### config.mk
export PLATFORM = sky130hd
export DESIGN_NAME = priority_bitmap_task_scheduler_core
export DESIGN_NICKNAME = d
export VERILOG_FILES = /design/src/hw/rtl/pbts_pkg.sv /design/src/hw/rtl/priority_bitmap_task_scheduler_core.sv /design/src/hw/rtl/pbts_fifo_ram.sv
export SDC_FILE = /design/constraint.sdc
export NUM_CORES = 1
export LEC_CHECK = 0
export ABC_AREA = 1
export BUFFER_PORTS_ARGS = -buffer_cell sky130_fd_sc_hd__buf_2
export CAP_MARGIN = 0
export CORE_UTILIZATION = 35
export DETAILED_ROUTE_END_ITERATION = 10
export MAX_ROUTING_LAYER = met4
export SLEW_MARGIN = 20
export SYNTH_ARGS = -nofsm -noshare
export SYNTH_HDL_FRONTEND = slang
export SYNTH_SLANG_ARGS = --single-unit
### constraint.sdc
create_clock -name i_clk -period 23.1 [get_ports i_clk]
set_clock_uncertainty 0.15 [all_clocks]
set_input_delay 0 -clock i_clk [delete_from_list [all_inputs] [get_ports i_clk]]
set_output_delay 0 -clock i_clk [all_outputs]
set_load 0.01 [all_outputs]
### src/hw/rtl/pbts_pkg.sv
package pbts_pkg;

    localparam int unsigned OPCODE_W   = 2;
    localparam int unsigned TASK_ID_W  = 4;
    localparam int unsigned PRIO_REQ_W = 8;
    localparam int unsigned STATE_W    = 2;
    localparam int unsigned STATUS_W   = 3;

    localparam logic [OPCODE_W-1:0] OP_ENQUEUE  = 2'd0;
    localparam logic [OPCODE_W-1:0] OP_SETSTATE = 2'd1;
    localparam logic [OPCODE_W-1:0] OP_SCHEDULE = 2'd2;
    localparam logic [OPCODE_W-1:0] OP_RESERVED = 2'd3;

    localparam logic [STATE_W-1:0] TS_READY      = 2'd0;
    localparam logic [STATE_W-1:0] TS_RUNNING    = 2'd1;
    localparam logic [STATE_W-1:0] TS_BLOCKED    = 2'd2;
    localparam logic [STATE_W-1:0] TS_TERMINATED = 2'd3;

    localparam logic [STATUS_W-1:0] ST_ACCEPTED = 3'd0;
    localparam logic [STATUS_W-1:0] ST_IGNORED  = 3'd1;
    localparam logic [STATUS_W-1:0] ST_FULL     = 3'd2;
    localparam logic [STATUS_W-1:0] ST_KEEP     = 3'd3;
    localparam logic [STATUS_W-1:0] ST_IDLE     = 3'd4;
    localparam logic [STATUS_W-1:0] ST_FIRST    = 3'd5;
    localparam logic [STATUS_W-1:0] ST_SWITCH   = 3'd6;
    localparam logic [STATUS_W-1:0] ST_SAME     = 3'd7;

    typedef enum logic [2:0] {
        S_IDLE,
        S_DECIDE,
        S_READ,
        S_CHECK,
        S_REQUEUE,
        S_OUT
    } t_state;

endpackage

### src/hw/rtl/priority_bitmap_task_scheduler_core.sv
// Channel | Direction | Fields
// input   | in        | opcode, task_id, priority_req, new_state (i_valid / o_stall)
// result  | out       | status, next_task, prev_task, prev_valid (o_valid / i_stall)
//
// One item at a time: enqueue and set-state go through accept, decide and output steps;
// the result shows on o_valid once the output step loads the output register.
// A schedule adds a read and a check step for every task popped from the ready memory
// (its read port is registered), plus a requeue step when a task is chosen.
// Synchronous active-low reset clears level counters, bitmap, task state and current task.
// The ready-id memory needs no clearing; counts guard every read.
// The output register holds while i_stall is high; the next item is worked on meanwhile
// and waits in its output step until the register drains.
module priority_bitmap_task_scheduler_core #(
    parameter int unsigned PRIORITY_LEVELS = 8,
    parameter int unsigned TASK_COUNT      = 16
) (
    input  logic                              i_clk,
    input  logic                              i_rst_n,
    input  logic                              i_valid,
    output logic                              o_stall,
    input  logic [pbts_pkg::OPCODE_W-1:0]     i_opcode,
    input  logic [pbts_pkg::TASK_ID_W-1:0]    i_task_id,
    input  logic [pbts_pkg::PRIO_REQ_W-1:0]   i_priority_req,
    input  logic [pbts_pkg::STATE_W-1:0]      i_new_state,
    output logic                              o_valid,
    input  logic                              i_stall,
    output logic [pbts_pkg::STATUS_W-1:0]     o_status,
    output logic [pbts_pkg::TASK_ID_W-1:0]    o_next_task,
    output logic [pbts_pkg::TASK_ID_W-1:0]    o_prev_task,
    output logic                              o_prev_valid
);
    import pbts_pkg::*;

    localparam int unsigned LW  = $clog2(PRIORITY_LEVELS);
    localparam int unsigned PW  = $clog2(TASK_COUNT);
    localparam int unsigned CW  = $clog2(TASK_COUNT + 1);
    localparam int unsigned AW  = LW + PW;
    localparam int unsigned TW  = TASK_ID_W;
    localparam logic [LW-1:0] TOP_LVL = LW'(PRIORITY_LEVELS - 1);
    localparam logic [PW-1:0] LAST_PTR = PW'(TASK_COUNT - 1);

    t_state r_state, n_state;

    // per-level FIFO pointers, bitmap and per-task state
    logic [PW-1:0]           r_head  [PRIORITY_LEVELS];
    logic [PW-1:0]           r_tail  [PRIORITY_LEVELS];
    logic [CW-1:0]           r_count [PRIORITY_LEVELS];
    logic [PRIORITY_LEVELS-1:0] r_bitmap;
    logic [STATE_W-1:0]      r_tstate [TASK_COUNT];
    logic [LW-1:0]           r_tprio  [TASK_COUNT];
    logic [TW-1:0]           r_cur;
    logic                    r_cur_valid;

    // latched item
    logic [OPCODE_W-1:0]   r_op;
    logic [TW-1:0]         r_id;
    logic [PRIO_REQ_W-1:0] r_prio;
    logic [STATE_W-1:0]    r_nst;
    logic [TW-1:0]         r_pick;

    logic [STATUS_W-1:0] r_status;
    logic [TW-1:0]       r_next, r_prev;
    logic                r_prev_valid;

    // output register
    logic                r_out_valid;
    logic [STATUS_W-1:0] r_out_status;
    logic [TW-1:0]       r_out_next, r_out_prev;
    logic                r_out_prev_valid;

    // ready-id memory
    logic            mem_we;
    logic [AW-1:0]   mem_waddr, mem_raddr;
    logic [TW-1:0]   mem_wdata, mem_rdata;

    pbts_fifo_ram #(.DEPTH(1 << AW), .WIDTH(TW)) u_ram (
        .i_clk  (i_clk),
        .i_we   (mem_we),
        .i_waddr(mem_waddr),
        .i_wdata(mem_wdata),
        .i_raddr(mem_raddr),
        .o_rdata(mem_rdata)
    );

    // highest set bitmap bit
    logic [LW-1:0] top_lvl;
    always_comb begin
        top_lvl = '0;
        for (int i = 0; i < PRIORITY_LEVELS; i++) begin
            if (r_bitmap[i]) begin
                top_lvl = LW'(i);
            end
        end
    end

    logic id_ok, cur_ok, cur_run, pick_ok;
    logic [LW-1:0] enq_lvl, cur_lvl;
    assign id_ok   = (32'(r_id) < TASK_COUNT);
    assign cur_ok  = (32'(r_cur) < TASK_COUNT);
    assign cur_run = r_cur_valid && cur_ok && (r_tstate[PW'(r_cur)] == TS_RUNNING);
    assign pick_ok = (32'(mem_rdata) < TASK_COUNT)
                  && (r_tstate[PW'(mem_rdata)] != TS_TERMINATED);
    assign enq_lvl = (32'(r_prio) >= PRIORITY_LEVELS) ? TOP_LVL : LW'(r_prio);
    assign cur_lvl = r_tprio[PW'(r_cur)];

    logic accept_in;
    assign accept_in = i_valid && !o_stall;
    assign o_stall   = (r_state != S_IDLE);

    // load the output register once it is empty or draining
    logic out_load;
    assign out_load = (r_state == S_OUT) && (!r_out_valid || !i_stall);

    // next state
    always_comb begin
        n_state = r_state;
        unique case (r_state)
            S_IDLE:    if (i_valid) n_state = S_DECIDE;
            S_DECIDE:  begin
                if (r_op == OP_SCHEDULE && r_bitmap != '0) n_state = S_READ;
                else n_state = S_OUT;
            end
            S_READ:    n_state = S_CHECK;
            S_CHECK:   begin
                if (pick_ok) n_state = S_REQUEUE;
                else if (r_bitmap != '0) n_state = S_READ;
                else n_state = S_OUT;
            end
            S_REQUEUE: n_state = S_OUT;
            S_OUT:     if (out_load) n_state = S_IDLE;
            default:   n_state = S_IDLE;
        endcase
    end

    // memory port control
    always_comb begin
        mem_we    = 1'b0;
        mem_waddr = {enq_lvl, r_tail[enq_lvl]};
        mem_wdata = r_id;
        mem_raddr = {top_lvl, r_head[top_lvl]};
        if (r_state == S_DECIDE && r_op == OP_ENQUEUE && id_ok
            && r_tstate[PW'(r_id)] != TS_TERMINATED
            && 32'(r_count[enq_lvl]) < TASK_COUNT) begin
            mem_we = 1'b1;
        end
        if (r_state == S_REQUEUE) begin
            mem_waddr = {cur_lvl, r_tail[cur_lvl]};
            mem_wdata = r_cur;
            mem_we    = cur_run && (32'(r_count[cur_lvl]) < TASK_COUNT);
        end
    end

    always_ff @(posedge i_clk) begin
        if (accept_in) begin
            r_op   <= i_opcode;
            r_id   <= i_task_id;
            r_prio <= i_priority_req;
            r_nst  <= i_new_state;
            r_prev       <= r_cur;
            r_prev_valid <= r_cur_valid;
        end
        if (r_state == S_CHECK) begin
            r_pick <= mem_rdata;
        end
        if (out_load) begin
            r_out_status     <= r_status;
            r_out_next       <= r_next;
            r_out_prev       <= r_prev;
            r_out_prev_valid <= r_prev_valid;
        end
    end

    always_ff @(posedge i_clk) begin
        if (!i_rst_n) begin
            r_state     <= S_IDLE;
            r_bitmap    <= '0;
            r_cur       <= '0;
            r_cur_valid <= 1'b0;
            r_out_valid <= 1'b0;
            r_status    <= ST_IGNORED;
            r_next      <= '0;
            for (int i = 0; i < PRIORITY_LEVELS; i++) begin
                r_head[i]  <= '0;
                r_tail[i]  <= '0;
                r_count[i] <= '0;
            end
            for (int t = 0; t < TASK_COUNT; t++) begin
                r_tstate[t] <= TS_READY;
                r_tprio[t]  <= '0;
            end
        end else begin
            r_state <= n_state;
            if (out_load) begin
                r_out_valid <= 1'b1;
            end else if (r_out_valid && !i_stall) begin
                r_out_valid <= 1'b0;
            end
            unique case (r_state)
                S_DECIDE: begin
                    r_next <= '0;
                    if (r_op == OP_ENQUEUE && id_ok
                        && r_tstate[PW'(r_id)] != TS_TERMINATED) begin
                        if (mem_we) begin
                            r_tail[enq_lvl]  <= (r_tail[enq_lvl] == LAST_PTR)
                                              ? '0 : r_tail[enq_lvl] + 1'b1;
                            r_count[enq_lvl] <= r_count[enq_lvl] + 1'b1;
                            r_bitmap[enq_lvl] <= 1'b1;
                            r_tprio[PW'(r_id)] <= enq_lvl;
                            r_status <= ST_ACCEPTED;
                        end else begin
                            r_status <= ST_FULL;
                        end
                    end else if (r_op == OP_SETSTATE && id_ok) begin
                        r_tstate[PW'(r_id)] <= r_nst;
                        r_status <= ST_ACCEPTED;
                    end else if (r_op == OP_SCHEDULE && r_bitmap == '0) begin
                        r_status <= cur_run ? ST_KEEP : ST_IDLE;
                    end else begin
                        r_status <= ST_IGNORED;
                    end
                end
                S_READ: begin
                    // pop head of top level while the read is in flight
                    r_head[top_lvl]  <= (r_head[top_lvl] == LAST_PTR)
                                      ? '0 : r_head[top_lvl] + 1'b1;
                    r_count[top_lvl] <= r_count[top_lvl] - 1'b1;
                    if (r_count[top_lvl] == CW'(1)) begin
                        r_bitmap[top_lvl] <= 1'b0;
                    end
                end
                S_CHECK: begin
                    if (!pick_ok && r_bitmap == '0) begin
                        r_status <= cur_run ? ST_KEEP : ST_IDLE;
                    end
                end
                S_REQUEUE: begin
                    if (cur_run) begin
                        // the chosen task ends up running even if it is the current one
                        if (r_cur != r_pick) begin
                            r_tstate[PW'(r_cur)] <= TS_READY;
                        end
                        if (mem_we) begin
                            r_tail[cur_lvl]  <= (r_tail[cur_lvl] == LAST_PTR)
                                              ? '0 : r_tail[cur_lvl] + 1'b1;
                            r_count[cur_lvl] <= r_count[cur_lvl] + 1'b1;
                            r_bitmap[cur_lvl] <= 1'b1;
                        end
                    end
                    r_tstate[PW'(r_pick)] <= TS_RUNNING;
                    if (r_cur_valid && r_cur == r_pick) r_status <= ST_SAME;
                    else if (!r_cur_valid) r_status <= ST_FIRST;
                    else r_status <= ST_SWITCH;
                    r_cur       <= r_pick;
                    r_cur_valid <= 1'b1;
                    r_next      <= r_pick;
                end
                default: ;
            endcase
        end
    end

    assign o_valid      = r_out_valid;
    assign o_status     = r_out_status;
    assign o_next_task  = r_out_next;
    assign o_prev_task  = r_out_prev;
    assign o_prev_valid = r_out_prev_valid;

endmodule

### src/hw/rtl/pbts_fifo_ram.sv
module pbts_fifo_ram #(
    parameter int unsigned DEPTH = 128,
    parameter int unsigned WIDTH = 4
) (
    input  logic                     i_clk,
    input  logic                     i_we,
    input  logic [$clog2(DEPTH)-1:0] i_waddr,
    input  logic [WIDTH-1:0]         i_wdata,
    input  logic [$clog2(DEPTH)-1:0] i_raddr,
    output logic [WIDTH-1:0]         o_rdata
);
    logic [WIDTH-1:0] r_mem [DEPTH];

    always_ff @(posedge i_clk) begin
        if (i_we) begin
            r_mem[i_waddr] <= i_wdata;
        end
        o_rdata <= r_mem[i_raddr];
    end
endmodule
==> results of run 1 <==
==> worst min-delay path, cell delays in order <==
cell and delay [ps]:
dlygate4sd3_1 530, buf_2 120, o211ai_1 90, a21oi_1 120
==> layer usage <==
layer / up-vias / routed length, µm / track usage (%)
li1: 13394 / - / -
met1: 13015 / 41800 / 23.7
met2: 829 / 46300 / 30.5
met3: 151 / 5530 / 2.29
met4: 0 / 2330 / 5.72
met5: - / 0 / -
==> report_power, final <==
part	internal (µW)	switching, µW
Combinational	278	785
Clock	737	542
Sequential	1580	33.2
==> sequential cells by signal, summed over array words and instances, names as in the netlist, 8 cells and up, named ones only <==
name / flops
r_tail: 32
r_bitmap: 8
r_prio: 8
r_count: 40
r_tprio: 48
u_ram.r_mem: 512
r_tstate: 32
r_head: 32
==> kinds of logic after synthesis <==
| kind of cell | share of synthesized area [%] |
|---|---|
| AND/OR/NAND/NOR | 25.8 |
| buffers and inverters | 8.93 |
| flip-flops | 60.9 |
| AO/OA/AOI/OAI | 3.58 |
| XOR/XNOR | 0.238 |
| multiplexers | 0.272 |
| adder cells (fa/ha/maj) | 0.238 |
==> cell type report <==
cell class                      count  area [µm²]  area share (%)
Sequential cell                   769       22400            54.5
Clock inverter                     42         393           0.955
Timing Repair Buffer              101         766            1.86
Multi-Input combinational cell   2508       11200            27.2
Clock buffer                      107        2190            5.32
Inverter                          660        2480            6.02
Tap cell                         1380        1730            4.20
==> stage by stage <==
stage | utilization [%] | power, µW | std cells
detailed placement | 36.8 | 2700 | 5382
global placement | 36.8 | 2700 | 5382
CTS | 39.6 | 3980 | 5567
global route | 39.6 | 4150 | 5567
floorplan | - | 2390 | 4104
finish | 39.6 | 3960 | 5567
==> final timing paths <==
path / start / end / slack (ps) / cells after the start
setup / recovery: flop / u_ram.r_mem[113][0] / 16760 / 17
hold reg to reg: r_prev[3] / o_prev_task[3] / 270 / 0
setup reg to reg: flop / u_ram.r_mem[113][0] / 16760 / 17
hold / removal: i_valid / r_state[0] / 120 / 4
==> cell usage after synthesis, types with 3 or more instances <==
cell type / instances / area (µm²)
o21ai_0: 76 / 380
o21ai_2: 3 / 26.3
nor3_1: 13 / 65.1
nor2_2: 13 / 81.3
xnor2_1: 4 / 35.0
nor2_1: 422 / 1580
clkinv_1: 3 / 11.3
buf_4: 19 / 143
dfxtp_1: 68 / 1360
inv_2: 18 / 67.6
nand3_2: 6 / 60.1
o31ai_1: 11 / 82.6
o22ai_1: 15 / 93.8
o211ai_1: 16 / 120
nand4_1: 13 / 81.3
ha_1: 7 / 87.6
mux2_2: 8 / 90.1
o21bai_1: 6 / 45.0
buf_1: 7 / 26.3
buf_2: 74 / 370
nor2_4: 5 / 56.3
nand2_2: 11 / 68.8
nand2_1: 1113 / 4180
a21oi_1: 71 / 355
nand3b_1: 6 / 45.0
inv_1: 639 / 2400
clkbuf_1: 65 / 244
or2_2: 5 / 31.3
a21oi_2: 3 / 26.3
a31oi_1: 3 / 18.8
nand3_1: 642 / 3210
o21ai_1: 15 / 75.1
xor2_1: 6 / 52.6
o221ai_1: 6 / 52.6
edfxtp_1: 701 / 21100
==> timing repair <==
| item | CTS | global route |
|---|---|---|
| hold buffers | 36 | 0 |
| setup buffers | 0 | 0 |
| hold endpoints to repair | 103 | 0 |
==> metrics.txt, run 1 <==
die span in y=326 µm; Cell Area, Synth=0.0368 mm²; dominant synthesized flop cell=edfxtp_1; GRT Util Overall=18.5%; n_diodes=0; Worst Tran Pin Value=1130 ps; most frequent cells in the layout=1111 x nand2_1, 701 x edfxtp_1, 642 x nand3_1, 638 x inv_1, 418 x nor2_1; synthesized flop and latch total=769; Mapped Cells=4104; slowest cell on the critical path=nand3_1; fin. max-slew vios=0; post-synth cell types=45; Core Footprint=0.104 mm²; die width=326 µm; leading cell type in the layout, fill and taps excluded=nand2_1; Final Hold Fails=0; CP required=23240 ps; Vias/cell=4.92; pwr dens=96.2 mW/mm²; TritonCTS clock tree=done; status=completed; RSZ-0062 raised after global routing=no; via count=27.4k; FP Rows=118; worst path cell trace=inv_2 > nor2_1 > nor2_1 > o21ai_1 > nand3_1 > nand3_1 > nand2_2 > buf_4 > inv_2 > nand2_1 > nand3_1 > nand2_1 > nor2_2 > nand2_1 > nand2_1 > nand3_1 > nor2_1; Antenna Nets Post-Route=0; H-tree Lvls=3; layout filler cell count=10.2k; Reg clk slew, reported paths=60 ps; Max-Cap Viols=0; clock buffer depth=3; DRC errors left=0; Area Growth Syn to Fin=11.9%; 1st-pass router iterations=6; EDFF count, synth=701; final instance area=0.0411 mm²; largest net degree at the start of global routing=87; maximum vdd drop=71.7 µV; Initial Util=35.4%; io pins=34; gr ovfl total=0; Final Net Count=4148; CP delay by family, top=simple AND/OR/NAND/NOR gates; Area after DPL=0.0382 mm²; Post-CTS Resized=0; maximum fanout along the worst path=41; Syn Area/Cell=8.96 µm²; vias in the first global route=26.3k; Place WS=16810 ps; share of layout cells above drive strength 1=6.26%; clk sinks=769; initial drt markers=2403; min-delay worst type=primary input to flop; CP Class=flop to flop; worst path arrival time=6480 ps; startpoint types=flop; setup tns final=0 ps; total CTS buffers=81; Seq/Total Area, Yosys=60.9%; CP endpoint kind=flop; final worst slack=16760 ps; hold_ws=117 ps; clock latency on the worst-skew pair=650 ps; # setup viols final=0; dpl hpwl=60800 µm; minimum clock period=6340 ps; Routed WL per cell=17.2 µm; synthesized net count=4131; Final Cycle Share=27.5%; fmax=0.158 GHz; number of buffers and inverters on the critical path=3; initial antenna violation count=0; Leakage Power=0.0170 µW; final wirelength=96000 µm; IO Port Bufs=33; Synthesis Warnings=0; first-pass GRT wire length=149000 µm; Critical Path Max Stage Delay=1020 ps; die area=0.106 mm²; GPL Wtd Cong=0.940; root buf cell=clkbuf_16; fraction of registers with async set/reset=0%; Slew headroom=24.3%
(Power assumes the default switching activity.)
==> run 2: changes to the inputs <==
ABC_AREA = 0   (was 1)
clock period = 6.4 ns   (was 23.1 ns; I/O delays follow)
==> run 2 against run 1 <==
  * Non-clock buffer count increased by 23
  * Maximum frequency increased by 19%
  * First-iteration DRC count up 4.8%
  * Setup slack lost 16000 ps
  * Register-to-register slack lost 16000 ps
  * Cell area down 5.3%
  * Critical endpoint is now u_ram.r_mem[91][0]
  * Largest cell class unchanged
  * Largest power group unchanged
==> metrics.txt, run 2 <==
max reg flops=512 (unchanged); largest net degree at the start of global routing=129 (+48%); setup tns final=0 ps (unchanged); Max-Cap Viols=0 (unchanged); # setup viols final=0 (unchanged); vias in the first global route=23.0k (-13%); min-delay worst type=primary input to flop; leading cell type in the layout, fill and taps excluded=edfxtp_1; Area after DPL=0.0360 mm² (-5.7%); Critical Path Max Stage Delay=830 ps (-190 ps); H-tree Lvls=3 (unchanged); CP Class=flop to flop; dominant synthesized flop cell=edfxtp_1; Post-CTS Setup Repair Bufs=0 (unchanged); Worst Tran Pin Value=1160 ps (+24.2 ps); ranking of synthesized cells by area=edfxtp_1 61%, nand2_1 7.4%, dfxtp_1 3.9%; fin. max-slew vios=0 (unchanged); most frequent cell after synthesis=edfxtp_1; largest registers=u_ram.r_mem (512), r_tprio (48), r_count (40); gr ovfl total=0 (unchanged); GPL Wtd Cong=0.916 (-2.5%); post-synth top area share=61.1% (+3.8 points); placed instance count=4179 (-22%); top cells by count, synth=701 x edfxtp_1, 678 x nand2_1, 330 x nor2_1, 205 x nand3_1, 79 x nand4_1; total CTS buffers=81 (unchanged); 1st-pass router iterations=6 (unchanged); Reg with most FFs=u_ram.r_mem; DRC errors left=0 (unchanged); Initial Util=35.5% (+0.051 points); startpoint types=flop; Routed WL per cell=21.9 µm (+27%); Psw=3240 µW (+140%); IO Port Bufs=33 (unchanged); Syn Area/Cell=11.5 µm² (+29%); RSZ-0062 raised after global routing=no; EDFF count, synth=701 (unchanged); worst path cell trace=mux4_1 > mux4_2 > and2_1 > a2111oi_0 > or4b_1 > and2_4 > a21boi_1 > nor2b_1 > buf_4 > nand2_1 > nor2_1; final instance area=0.0390 mm² (-5.3%); dpl hpwl=61000 µm (+0.41%); FF-to-FF setup slack=1080 ps (-15670 ps); clock latency on the worst-skew pair=660 ps (about the same); Reg2Reg Depth=11 (-6); synthesized net count=3016 (-27%); Core Footprint=0.0971 mm² (-6.4%); Cell Area, Synth=0.0345 mm² (-6.3%); n_diodes=0 (unchanged); TritonCTS clock tree=done; Synthesis Warnings=0 (unchanged); fraction of registers with async set/reset=0% (unchanged); pwr dens=310 mW/mm² (+220%); die span in y=316 µm (-3.2%); maximum vdd drop=185 µV (+160%); Reg clk slew, reported paths=60 ps (about the same); die area=0.0998 mm² (-6.2%); Seq/Total Area, Yosys=65.0% (+4.1 points); initial drt markers=2518 (+4.8%); maximum fanout along the worst path=22 (-46%); minimum clock period=5320 ps (-1030 ps); Layout Utilization=40.1% (+0.49 points); clk sinks=769 (unchanged); Leakage Power=0.0131 µW (-23%); CP endpoint kind=flop; Synth area leader=edfxtp_1; worst path arrival time=5470 ps (-1010 ps); clock buffer depth=3 (unchanged); Slew headroom=22.1% (-2.2 points); Area Growth Syn to Fin=13.1%; root buf cell=clkbuf_16; Vias/cell=5.53 (+12%); share of layout cells above drive strength 1=9.87% (+3.6 points); status=completed; Final Net Count=3048 (-27%); clock power share=38.8% (+6.5 points); slowest cell on the critical path=dfxtp_1; worst setup path end=u_ram.r_mem[91][0]; io pins=34 (unchanged); most frequent cells in the layout=701 x edfxtp_1, 675 x nand2_1, 329 x nor2_1, 205 x nand3_1, 82 x clkbuf_16; Seq pwr share=48.2% (+7.4 points); GRT Util Overall=19.5% (+1.0 points); switching share of total power=26.8% (-7.6 points); final std cells w/o fill=4355 (-22%); Mapped Cells=2989 (-27%); die width=316 µm (-3.2%); fmax=0.188 GHz (+19%); Place WS=1040 ps (-15770 ps); via count=24.1k (-12%); layout filler cell count=9201 (-9.9%); P_int=8860 µW (+240%); final worst slack=1080 ps (-15670 ps); final wirelength=95500 µm (-0.53%); Final Cycle Share=83.1% (+56 points); first-pass GRT wire length=144000 µm (-3.9%); post-synth cell types=87 (+93%); Final Hold Fails=0 (unchanged); FP Rows=114 (-3.4%); synthesized flop and latch total=769 (unchanged); R2R Path End=u_ram.r_mem[91][0]; initial antenna violation count=0 (unchanged); Antenna Nets Post-Route=0 (unchanged); Gate power share=13.0% (-14 points); CP required=6550 ps (-16690 ps)
run 2: how the worst min path moves through the flow:
| stage | from | end | slack [ps] | cells after the start |
|---|---|---|---|---|
| after CTS | i_stall | o_valid | 20 | 4 |
| after detailed placement | i_new_state[1] | r_nst[1] | 30 | 1 |
| after global placement | i_priority_req[5] | r_prio[5] | 30 | 1 |
| after global routing | i_stall | o_valid | 60 | 4 |
| after floorplan | i_task_id[0] | r_id[0] | -50 | 0 |
| final | i_stall | o_valid | 40 | 4 |
run 2: what timing repair did:
item	CTS	global route
hold endpoints to repair	179	0
gates resized for setup	0	0
hold buffers	35	0
run 2: logic make-up after synthesis:
| logic type | Yosys count | share of synthesized area [%] |
|---|---|---|
| AND/OR/NAND/NOR | 1493 | 19.2 |
| buffers and inverters | 203 | 2.61 |
| adder cells (fa/ha/maj) | 7 | 0.254 |
| flip-flops | 769 | 65.0 |
| XOR/XNOR | 15 | 0.381 |
| AO/OA/AOI/OAI | 360 | 7.18 |
| multiplexers | 142 | 5.34 |
run 2: power by group through the flow:
stage / Sequential, µW / Combinational, µW / Clock [µW]
3_5_place_dp: 5940 / 1550 / 0
3_3_place_gp: 5940 / 1550 / 0
6_report: 5830 / 1580 / 4690
4_1_cts: 5830 / 1570 / 4780
5_1_grt: 5840 / 1700 / 4960
2_1_floorplan: 5890 / 1010 / 0
run 2: final cells by class:
class                   count  area [µm²]  share of cell area, %
clock buffers             102        2140                   5.48
repair buffers            124        1010                   2.60
inverters                  28         113                  0.289
flip-flops and latches    769       22400                   57.5
well taps                1276        1600                   4.10
multi-input cells        2017       11200                   28.8
clock inverters            39         483                   1.24
run 2: stage by stage:
stage          total power (µW)  hold slack, ps
6_report                  12100            42.0
2_1_floorplan              6900           -51.1
3_3_place_gp               7490            26.0
5_1_grt                   12500            61.4
4_1_cts                   12200            15.8
3_5_place_dp               7490            28.1
run 2: critical path, delay by kind of cell (launching register included):
kind,cells,cell delay (ps)
buf+inv,1,280
simple gates,6,1780
compound gates,2,430
mux,2,1480
flops,1,830
run 2: layer usage:
metal / vias up / GRT usage, % / share of wire [%]
met4: 0 / 5.20 / 2.3
met1: 11932 / 26.3 / 44
met5: - / - / 0
met3: 162 / 2.77 / 6.9
met2: 941 / 30.9 / 47
li1: 11034 / - / -
